### src/rtl/core/assert_macros.svh
// assertion helpers shared by the rtl
`ifndef ASSERT_MACROS_SVH
`define ASSERT_MACROS_SVH

// property must hold at every rising clock edge outside reset
`define BISL_ASSERT(lbl, clk, rst, prop, msg) \
   lbl: assert property (@(posedge clk) disable iff (rst) (prop)) else $error(msg);

// expression must never be true outside reset
`define BISL_NEVER(lbl, clk, rst, expr, msg) \
   lbl: assert property (@(posedge clk) disable iff (rst) !(expr)) else $error(msg);

`endif

### src/rtl/core/bisl_pkg.sv
package bisl_pkg;

   localparam int POS_BITS     = 24;
   localparam int MAX_DEPTH    = 64;
   localparam int DEPTH_BITS   = $clog2(MAX_DEPTH + 1);
   localparam int OUT_POS_BITS = 24;
   localparam int WIDE_BITS    = (POS_BITS > OUT_POS_BITS) ? POS_BITS : OUT_POS_BITS;
   localparam int ACC_BITS     = POS_BITS + 4;

   typedef logic [POS_BITS-1:0]     pos_type;
   typedef logic [DEPTH_BITS-1:0]   depth_type;
   typedef logic [OUT_POS_BITS-1:0] out_pos_type;
   typedef logic [ACC_BITS-1:0]     acc_type;

   localparam pos_type   POS_MAX     = '1;
   localparam depth_type DEPTH_LIMIT = DEPTH_BITS'(MAX_DEPTH);

   localparam logic [7:0] CH_COLON = 8'h3a;
   localparam logic [7:0] CH_D     = 8'h64;
   localparam logic [7:0] CH_E     = 8'h65;
   localparam logic [7:0] CH_I     = 8'h69;
   localparam logic [7:0] CH_L     = 8'h6c;
   localparam logic [7:0] CH_N     = 8'h6e;
   localparam logic [7:0] CH_F     = 8'h66;
   localparam logic [7:0] CH_O     = 8'h6f;

   // length of the key we look for
   localparam logic [2:0] KEY_LEN = 3'd4;

   typedef enum logic [3:0] {
      PH_START,
      PH_TOPKEY,
      PH_KEYLEN,
      PH_KEYBODY,
      PH_VALUE,
      PH_INT,
      PH_STRLEN,
      PH_STRBODY,
      PH_DONE
   } phase_type;

   typedef enum logic [1:0] {
      ST_FOUND = 2'd0,
      ST_NOKEY = 2'd1,
      ST_BAD   = 2'd2
   } status_type;

   typedef struct packed {
      logic [7:0] data_byte;
      logic       last;
   } req_item_type;

   typedef struct packed {
      status_type  status;
      out_pos_type span_start;
      out_pos_type span_end;
   } rsp_item_type;

   function automatic logic is_digit(input logic [7:0] c);
      return (c >= 8'h30) && (c <= 8'h39);
   endfunction

   function automatic logic [7:0] key_char(input logic [1:0] idx);
      logic [7:0] ch;
      case (idx)
         2'd0: ch = CH_I;
         2'd1: ch = CH_N;
         2'd2: ch = CH_F;
         default: ch = CH_O;
      endcase
      return ch;
   endfunction

   // offsets leave the block on a fixed 24-bit field
   function automatic out_pos_type out_pos(input pos_type p);
      logic [WIDE_BITS-1:0] w;
      w = WIDE_BITS'(p);
      return w[OUT_POS_BITS-1:0];
   endfunction

endpackage

### src/rtl/core/bisl_in_stage.sv
module bisl_in_stage (
   input  logic                  clock,
   input  logic                  reset,
   input  logic                  req_tvalid,
   output logic                  req_tready,
   input  bisl_pkg::req_item_type req_item,
   input  logic                  down_ready,
   output logic                  fire,
   output bisl_pkg::req_item_type item
);
   import bisl_pkg::*;

   logic         hold_v_ff, hold_v_in;
   req_item_type item_ff, item_in;

   assign fire       = hold_v_ff && down_ready;
   assign req_tready = !hold_v_ff || fire;
   assign item       = item_ff;

   always_comb begin
      hold_v_in = hold_v_ff;
      item_in   = item_ff;
      if (req_tvalid && req_tready) begin
         hold_v_in = 1'b1;
         item_in   = req_item;
      end else if (fire) begin
         hold_v_in = 1'b0;
      end
   end

   always_ff @(posedge clock) begin
      if (reset) begin
         hold_v_ff <= 1'b0;
      end else begin
         hold_v_ff <= hold_v_in;
      end
      item_ff <= item_in;
   end

endmodule

### src/rtl/core/bisl_scan.sv
`include "assert_macros.svh"

module bisl_scan (
   input  logic                   clock,
   input  logic                   reset,
   input  logic                   fire,
   input  bisl_pkg::req_item_type item,
   output logic                   push,
   output bisl_pkg::rsp_item_type push_item
);
   import bisl_pkg::*;

   phase_type  phase_ff, phase_in;
   depth_type  depth_ff, depth_in;
   pos_type    acc_ff, acc_in;
   pos_type    left_ff, left_in;
   pos_type    pos_ff, pos_in;
   logic [2:0] kp_ff, kp_in;
   logic       kd_ff, kd_in;
   pos_type    vstart_ff, vstart_in;

   logic [7:0] c;
   pos_type    acc_base;
   acc_type    acc10;
   logic       dig_ok;
   pos_type    dig_val;
   logic       vdone;
   logic       report;
   logic       found;
   status_type st;

   assign c = item.data_byte;

   // a fresh length starts from zero where the first digit opens it
   assign acc_base = (phase_ff == PH_TOPKEY || phase_ff == PH_VALUE) ? '0 : acc_ff;
   assign acc10    = (ACC_BITS'(acc_base) << 3) + (ACC_BITS'(acc_base) << 1)
                   + ACC_BITS'(c[3:0]);
   assign dig_ok   = is_digit(c) && (acc10[ACC_BITS-1:POS_BITS] == '0);
   assign dig_val  = acc10[POS_BITS-1:0];

   always_comb begin
      phase_in  = phase_ff;
      depth_in  = depth_ff;
      acc_in    = acc_ff;
      left_in   = left_ff;
      pos_in    = pos_ff;
      kp_in     = kp_ff;
      kd_in     = kd_ff;
      vstart_in = vstart_ff;
      vdone     = 1'b0;
      report    = 1'b0;
      found     = 1'b0;
      st        = ST_BAD;

      if (phase_ff != PH_DONE && pos_ff == POS_MAX) begin
         report = 1'b1;
      end else begin
         case (phase_ff)
            PH_START: begin
               if (c == CH_D) phase_in = PH_TOPKEY;
               else report = 1'b1;
            end
            PH_TOPKEY: begin
               if (c == CH_E) begin
                  report = 1'b1;
                  st     = ST_NOKEY;
               end else if (dig_ok) begin
                  acc_in   = dig_val;
                  phase_in = PH_KEYLEN;
               end else begin
                  report = 1'b1;
               end
            end
            PH_KEYLEN: begin
               if (c == CH_COLON) begin
                  left_in  = acc_ff;
                  kp_in    = '0;
                  kd_in    = (acc_ff != POS_BITS'(KEY_LEN));
                  depth_in = '0;
                  if (acc_ff == '0) begin
                     vstart_in = pos_ff + 1'b1;
                     phase_in  = PH_VALUE;
                  end else begin
                     phase_in = PH_KEYBODY;
                  end
               end else if (dig_ok) begin
                  acc_in = dig_val;
               end else begin
                  report = 1'b1;
               end
            end
            PH_KEYBODY: begin
               if (kp_ff < KEY_LEN) begin
                  if (c != key_char(kp_ff[1:0])) kd_in = 1'b1;
                  kp_in = kp_ff + 1'b1;
               end
               left_in = left_ff - 1'b1;
               if (left_ff == POS_BITS'(1)) begin
                  vstart_in = pos_ff + 1'b1;
                  phase_in  = PH_VALUE;
               end
            end
            PH_VALUE: begin
               if (c == CH_I) begin
                  phase_in = PH_INT;
               end else if (c == CH_L || c == CH_D) begin
                  if (depth_ff >= DEPTH_LIMIT) report = 1'b1;
                  else depth_in = depth_ff + 1'b1;
               end else if (is_digit(c)) begin
                  if (dig_ok) begin
                     acc_in   = dig_val;
                     phase_in = PH_STRLEN;
                  end else begin
                     report = 1'b1;
                  end
               end else if (c == CH_E && depth_ff != '0) begin
                  depth_in = depth_ff - 1'b1;
                  vdone    = 1'b1;
               end else begin
                  report = 1'b1;
               end
            end
            PH_INT: begin
               if (c == CH_E) vdone = 1'b1;
            end
            PH_STRLEN: begin
               if (c == CH_COLON) begin
                  left_in = acc_ff;
                  if (acc_ff == '0) vdone = 1'b1;
                  else phase_in = PH_STRBODY;
               end else if (dig_ok) begin
                  acc_in = dig_val;
               end else begin
                  report = 1'b1;
               end
            end
            PH_STRBODY: begin
               left_in = left_ff - 1'b1;
               if (left_ff == POS_BITS'(1)) vdone = 1'b1;
            end
            default: begin
            end
         endcase
      end

      // a value closed: back into the container, or done with a top-level value
      if (vdone) begin
         if (depth_in != '0) begin
            phase_in = PH_VALUE;
         end else if (kp_ff == KEY_LEN && !kd_ff) begin
            report = 1'b1;
            found  = 1'b1;
            st     = ST_FOUND;
         end else begin
            phase_in = PH_TOPKEY;
         end
      end

      if (report) begin
         phase_in = PH_DONE;
      end else if (item.last && phase_in != PH_DONE) begin
         report = 1'b1;
         st     = ST_BAD;
      end

      if (phase_in != PH_DONE) pos_in = pos_ff + 1'b1;

      if (item.last) begin
         phase_in  = PH_START;
         depth_in  = '0;
         acc_in    = '0;
         left_in   = '0;
         pos_in    = '0;
         kp_in     = '0;
         kd_in     = 1'b0;
         vstart_in = '0;
      end
   end

   assign push                 = fire && report;
   assign push_item.status     = st;
   assign push_item.span_start = found ? out_pos(vstart_ff) : '0;
   assign push_item.span_end   = found ? out_pos(pos_ff + 1'b1) : '0;

   always_ff @(posedge clock) begin
      if (reset) begin
         phase_ff  <= PH_START;
         depth_ff  <= '0;
         acc_ff    <= '0;
         left_ff   <= '0;
         pos_ff    <= '0;
         kp_ff     <= '0;
         kd_ff     <= 1'b0;
         vstart_ff <= '0;
      end else if (fire) begin
         phase_ff  <= phase_in;
         depth_ff  <= depth_in;
         acc_ff    <= acc_in;
         left_ff   <= left_in;
         pos_ff    <= pos_in;
         kp_ff     <= kp_in;
         kd_ff     <= kd_in;
         vstart_ff <= vstart_in;
      end
   end

   `BISL_NEVER(a_depth_bound, clock, reset, depth_ff > DEPTH_LIMIT, "nest depth past limit")
   `BISL_NEVER(a_key_bound, clock, reset, kp_ff > KEY_LEN, "key progress past key length")
   `BISL_ASSERT(a_report_done, clock, reset, push && !item.last |=> phase_ff == PH_DONE, "no done after report")

endmodule

### src/rtl/core/bisl_out_skid.sv
`include "assert_macros.svh"

module bisl_out_skid (
   input  logic                   clock,
   input  logic                   reset,
   input  logic                   push,
   input  bisl_pkg::rsp_item_type push_item,
   output logic                   up_ready,
   output logic                   rsp_tvalid,
   input  logic                   rsp_tready,
   output bisl_pkg::rsp_item_type rsp_item
);
   import bisl_pkg::*;

   logic         main_v_ff, main_v_in;
   logic         skid_v_ff, skid_v_in;
   rsp_item_type main_ff, main_in;
   rsp_item_type skid_ff, skid_in;
   logic         pop;

   assign pop        = main_v_ff && rsp_tready;
   assign up_ready   = !skid_v_ff;
   assign rsp_tvalid = main_v_ff;
   assign rsp_item   = main_ff;

   always_comb begin
      main_v_in = main_v_ff;
      skid_v_in = skid_v_ff;
      main_in   = main_ff;
      skid_in   = skid_ff;
      if (skid_v_ff) begin
         if (pop) begin
            main_in   = skid_ff;
            skid_v_in = 1'b0;
         end
      end else if (push) begin
         if (!main_v_ff || pop) begin
            main_in   = push_item;
            main_v_in = 1'b1;
         end else begin
            skid_in   = push_item;
            skid_v_in = 1'b1;
         end
      end else if (pop) begin
         main_v_in = 1'b0;
      end
   end

   always_ff @(posedge clock) begin
      if (reset) begin
         main_v_ff <= 1'b0;
         skid_v_ff <= 1'b0;
      end else begin
         main_v_ff <= main_v_in;
         skid_v_ff <= skid_v_in;
      end
      main_ff <= main_in;
      skid_ff <= skid_in;
   end

   `BISL_ASSERT(a_skid_behind_main, clock, reset, skid_v_ff |-> main_v_ff, "skid full, main empty")
   `BISL_NEVER(a_push_into_full, clock, reset, push && skid_v_ff, "response pushed while full")

endmodule

### src/rtl/core/bencode_info_span_locator.sv
// Bencode "info" span locator.
// Scans a bencoded message one byte per request and reports where the value
// stored under key "info" in the top-level dictionary sits in the message.
// req channel: one message byte per request, tlast on the final byte.
// rsp channel: at most one response per message; tuser carries the status
//   (found, top dictionary closed without the key, malformed) and tdata the
//   start offset and the exclusive end offset (both zero unless found).
// After its response a message's remaining bytes are dropped up to tlast;
// tlast always rearms the scanner for the next message.
// Throughput: one byte per cycle while the output stage has room. Each
// byte passes an input register and a single step of the parse state, and
// a response is registered in the output stage from the step on that byte.
// The parse state update for one byte is the loop that sets that rate.
// Reset clears the parse state and both stages; no response is pending.
// A two-entry output stage absorbs a stalled receiver: bytes keep flowing
// until a second response waits, then req_tready drops until rsp_tready.
module bencode_info_span_locator (
   input  logic        clock,
   input  logic        reset,
   input  logic        req_tvalid,
   output logic        req_tready,
   input  logic [7:0]  req_tdata,   // [7:0] data_byte
   input  logic        req_tlast,   // last byte of the message
   output logic        rsp_tvalid,
   input  logic        rsp_tready,
   output logic [47:0] rsp_tdata,   // [23:0] span_start, [47:24] span_end
   output logic [1:0]  rsp_tuser    // [1:0] status
);
   import bisl_pkg::*;

   req_item_type req_item;
   req_item_type item;
   rsp_item_type push_item;
   rsp_item_type rsp_item;
   logic         fire;
   logic         push;
   logic         up_ready;

   assign req_item.data_byte = req_tdata;
   assign req_item.last      = req_tlast;

   // input register
   bisl_in_stage u_in (
      .clock      (clock),
      .reset      (reset),
      .req_tvalid (req_tvalid),
      .req_tready (req_tready),
      .req_item   (req_item),
      .down_ready (up_ready),
      .fire       (fire),
      .item       (item)
   );

   // parse state and per-byte step
   bisl_scan u_scan (
      .clock     (clock),
      .reset     (reset),
      .fire      (fire),
      .item      (item),
      .push      (push),
      .push_item (push_item)
   );

   // response register with skid entry
   bisl_out_skid u_out (
      .clock      (clock),
      .reset      (reset),
      .push       (push),
      .push_item  (push_item),
      .up_ready   (up_ready),
      .rsp_tvalid (rsp_tvalid),
      .rsp_tready (rsp_tready),
      .rsp_item   (rsp_item)
   );

   assign rsp_tdata = {rsp_item.span_end, rsp_item.span_start};
   assign rsp_tuser = rsp_item.status;

endmodule

### config.mk
export PLATFORM = sky130hd
export DESIGN_NAME = bencode_info_span_locator
export DESIGN_NICKNAME = d
export VERILOG_FILES = /design/src/rtl/core/bisl_pkg.sv /design/src/rtl/core/bisl_in_stage.sv /design/src/rtl/core/bisl_scan.sv /design/src/rtl/core/bisl_out_skid.sv /design/src/rtl/core/bencode_info_span_locator.sv
export VERILOG_INCLUDE_DIRS = /design/src /design/src/rtl/core
export SDC_FILE = /design/constraint.sdc
export NUM_CORES = 1
export LEC_CHECK = 0
export ABC_AREA = 0
export BUFFER_PORTS_ARGS = -buffer_cell sky130_fd_sc_hd__buf_2
export CORE_ASPECT_RATIO = 0.9
export CORE_UTILIZATION = 50
export CTS_BUF_LIST = sky130_fd_sc_hd__clkbuf_8
export CTS_CLUSTER_DIAMETER = 80
export DETAILED_ROUTE_END_ITERATION = 10
export GPL_ROUTABILITY_DRIVEN = 0
export PLACE_DENSITY_LB_ADDON = 0.12
export SYNTH_ARGS = -nofsm -noshare
export SYNTH_HDL_FRONTEND = slang
export SYNTH_SLANG_ARGS = --single-unit
### constraint.sdc
create_clock -name clock -period 7.2 [get_ports clock]
set_input_delay 0 -clock clock [delete_from_list [all_inputs] [get_ports clock]]
set_output_delay 0 -clock clock [all_outputs]
set_load 0.02 [all_outputs]
==> results by group <==
Synth
  – Netlist Area Pre-Place: 12,790 µm²
  – Async set-reset flop share out of synthesis: 0%
  – Post-synth top area cell: edfxtp_1
  – Post-synthesis mux area share: 4.323%
  – Largest family of logic cells by synthesized area: simple AND/OR/NAND/NOR gates
  – Post-synthesis xor/xnor area fraction: 3.765%
  – Dominant synthesized flop cell: dfxtp_1
  – Syn Nets: 1,472
  – Synth cell types: 82
  – Synth Area in Compound Gates: 17.26%
  – Synth Warn #: 0
  – Post-synth EDFFs: 109
  – Top post-synthesis cells by area: edfxtp_1 26%, dfxtp_1 18%, ha_1 5.6%
  – #FFs+latches synth: 223
  – Post-Synth Adder-Cell Area: 5.731%
  – Syn Area/Cell: 9.132 µm²
  – Synth top area share: 25.58%
  – Simple-Gate Fraction of Synth Area: 21.91%
  – Post-synthesis cell count: 1,401
  – Sequential fraction of the synthesis area: 43.42%

Global routing
  – Vias in the first global route: 9,699
  – Largest net degree at the start of global routing: 83
  – Global-route wire length before repair: 51,490 µm
  – Total global routing overflow: 0
  – Total Routing Usage GR: 24.40%
  – Initial antenna violation count: 0

CTS
  – Hold Buf Count CTS: 12
  – CTS max path bufs: 3
  – CTS Sinks: 223
  – H-Tree Depth: 2
  – Resized cells post-CTS: 0
  – Root Buffer: clkbuf_8
  – Total CTS buffers: 39
  – Clk slew on worst S/H paths: 60 ps
  – Worst skew pair latency: 530 ps
  – TritonCTS clock tree: built
  – Setup bufs post-CTS: 0

Route
  – WL/cell: 17.53 µm
  – ANT nets after route: 0
  – Iteration-0 DRC Markers: 916
  – Met2 Wirelength: 13,000 µm
  – Vias per inst: 5.878
  – Highest metal used: met4
  – # DRC: 0
  – Routed via count: 10,660
  – Met1 Wirelength: 16,260 µm
  – WL met3: 1914 µm
  – Routed WL: 31,800 µm
  – 1st-pass router iterations: 5

Worst setup path
  – CP Launch Type: register
  – Slowest CP cell: and3_2
  – Setup CP Type: reg -> reg
  – R2r setup slk: 1210 ps
  – Worst path max stage delay: 670 ps
  – CP max FO: 27
  – Worst EP arrival: 6210 ps
  – Worst R2R Start: u_scan.phase_ff[2]
  – Crit. End Element: register
  – Worst Setup EP: u_out.skid_ff[22]
  – CP Launch Point: u_scan.phase_ff[2]
  – Worst Path Required: 7410 ps
  – R2R depth: 18
  – Reg2Reg Capture Point: u_out.skid_ff[22]
  – Critical path, cell by cell: xnor2_1 -> or3_1 -> nand2_1 -> xnor2_1 -> ha_1 -> a31o_2 -> ha_1 -> a21o_1 -> nand3_1 -> a21o_1 -> a31oi_1 -> nand3_1 -> and3_1 -> o2111a_1 -> o211a_4 -> a21oi_1 -> and3_2 -> buf_12

Floorplan
  – Cell Rows: 55
  – Total Die Area: 26,230 µm²
  – Die height: 153.8 µm
  – Initial Util: 50.93%
  – Ports: 65
  – DIE WIDTH: 170.6 µm
  – Area of the core: 25,120 µm²

Hold path
  – Worst hold path class: in -> reg

Place
  – Dpl cell area: 13,300 µm²
  – Placed Cells incl. Taps: 1,732
  – HPWL after detailed placement: 21,830 µm
  – Buffers on Ports: 64

Power
  – LEAKAGE: 5.201 nW
  – PwrDens: 181.7 nW/µm²
  – Power Total: 0.002566 W
  – Peak supply drop: 119.0 µV

Cells and area
  – Layout cell share with drive strength beyond 1: 12.50%
  – Non-Filler Instances: 1,814
  – Final #Nets: 1,514
  – Antenna diodes: 0
  – Fillcell total: 2,269
  – Post-route cell area: 14,120 µm²
  – Area Overhead vs Synth: 10.38%
  – Footprint of the multi-input gates: 6810 µm²
  – FF/Latch Area: 5557 µm²

STA
  – Final Setup Violations: 0
  – Setup TNS: 0 ps
  – Fmax: 0.1669 GHz
  – RSZ-0062 raised after global routing: no
  – Fin. Hold Viols: 0
  – Worst Clk Skew: 26.57 ps
  – Tmin final: 5993 ps
  – Normalized max-slew margin: 27.59%
  – Fin crit share: 83.24%
  – Slew Viols, Final: 0
  – Tightest Pin Transition: 1086 ps

Run status
  – Outcome: completed

Job
  – Max-cap violation count: 0
==> flip-flops by register name (all words and copies together), names as in the netlist <==
| signal | cells |
|---|---|
| u_scan.phase_ff | 4 |
| u_in.item | 9 |
| u_scan.acc_ff | 24 |
| u_scan.depth_ff | 7 |
| u_scan.vstart_ff | 24 |
| u_scan.kp_ff | 3 |
| u_out.skid_ff | 50 |
| u_scan.left_ff | 24 |
| u_out.rsp_item | 50 |
| u_scan.kd_ff | 1 |
| u_out.rsp_tvalid | 1 |
| u_out.skid_v_ff | 1 |
| u_in.hold_v_ff | 1 |
| u_scan.pos_ff | 24 |
==> through the flow <==
step | setup slack, ps | hold slack (ps) | utilization (%)
after floorplan | 127.4 | 98.87 | -
after global placement | 1395 | 177.9 | 52.96
after detailed placement | 1279 | 179.6 | 52.96
after CTS | 1232 | 139.5 | 56.22
after global routing | 744.1 | 165.4 | 56.22
final | 1207 | 180.2 | 56.22
==> placed cells by master (no fill, tap or decap), types with 33 or more instances in the layout <==
| cell | Yosys | final |
|---|---|---|
| a21oi_1 | 124 | 123 |
| and2_1 | 54 | 54 |
| buf_2 | 12 | 63 |
| clkbuf_8 | 0 | 42 |
| dfxtp_1 | 114 | 113 |
| edfxtp_1 | 109 | 109 |
| ha_1 | 57 | 57 |
| inv_1 | 17 | 33 |
| nand2_1 | 121 | 121 |
| nand3_1 | 47 | 47 |
| nor2_1 | 187 | 187 |
| nor3_1 | 50 | 50 |
| o21ai_0 | 44 | 44 |
| o31ai_1 | 34 | 34 |
==> logic make-up (layout without fill, tap and decap cells) <==
logic type / Yosys count / in the layout
flops: 223 / 223
compound gates: 336 / 336
fa+ha+maj: 58 / 58
buf+inv: 107 / 178
mux: 52 / 52
xor+xnor: 55 / 55
simple gates: 570 / 570
==> worst max-delay path: cells and delay by family (launching register included) <==
family,cells,cell delay [ps]
simple gates,6,2000
compound gates,7,1940
flops,1,570
fa+ha+maj,2,530
xor+xnor,2,340
buf+inv,1,260
==> area by class of cell <==
class / count / area share, %
inverter: 18 / 0.4785
timing repair buffer: 90 / 3.970
sequential: 223 / 39.35
multi-input combinational: 1071 / 48.23
tap: 342 / 3.030
clock inverter: 28 / 0.8506
clock buffer: 42 / 4.094
==> how the worst min path moves through the flow <==
stage	startpoint	endpoint	slack (ps)	cells past startpoint
global route	req_tdata[3]	u_in.item[4]	170	2
finish	req_tdata[1]	u_in.item[2]	180	2
CTS	req_tdata[1]	u_in.item[2]	140	2
detailed placement	req_tdata[1]	u_in.item[2]	180	1
global placement	req_tdata[1]	u_in.item[2]	180	1
floorplan	req_tlast	u_in.item[0]	100	0
==> layer usage <==
layer,GRT usage (%),vias up
met1,38.08,5038
met3,3.707,57
met5,0,-
li1,-,5224
met2,34.46,343
met4,6.692,0
==> Yosys cell counts (all sizes together) (29+ instances only) <==
master,n
nor2,187
a21oi,125
nand2,121
dfxtp,114
edfxtp,109
clkbuf,65
ha,57
and2,54
nor3,52
o21ai,52
nand3,48
o31ai,34
xnor2,29
==> power breakdown <==
group / switching, W / leakage, nW / total, W / internal [W]
Combinational: 0.000111 / 2.91 / 0.000161 / 0.0000499
Clock: 0.000501 / 0.419 / 0.00104 / 0.000538
Sequential: 0.0000130 / 1.88 / 0.00137 / 0.00135
Note: power is estimated with default switching activity, not from simulation.
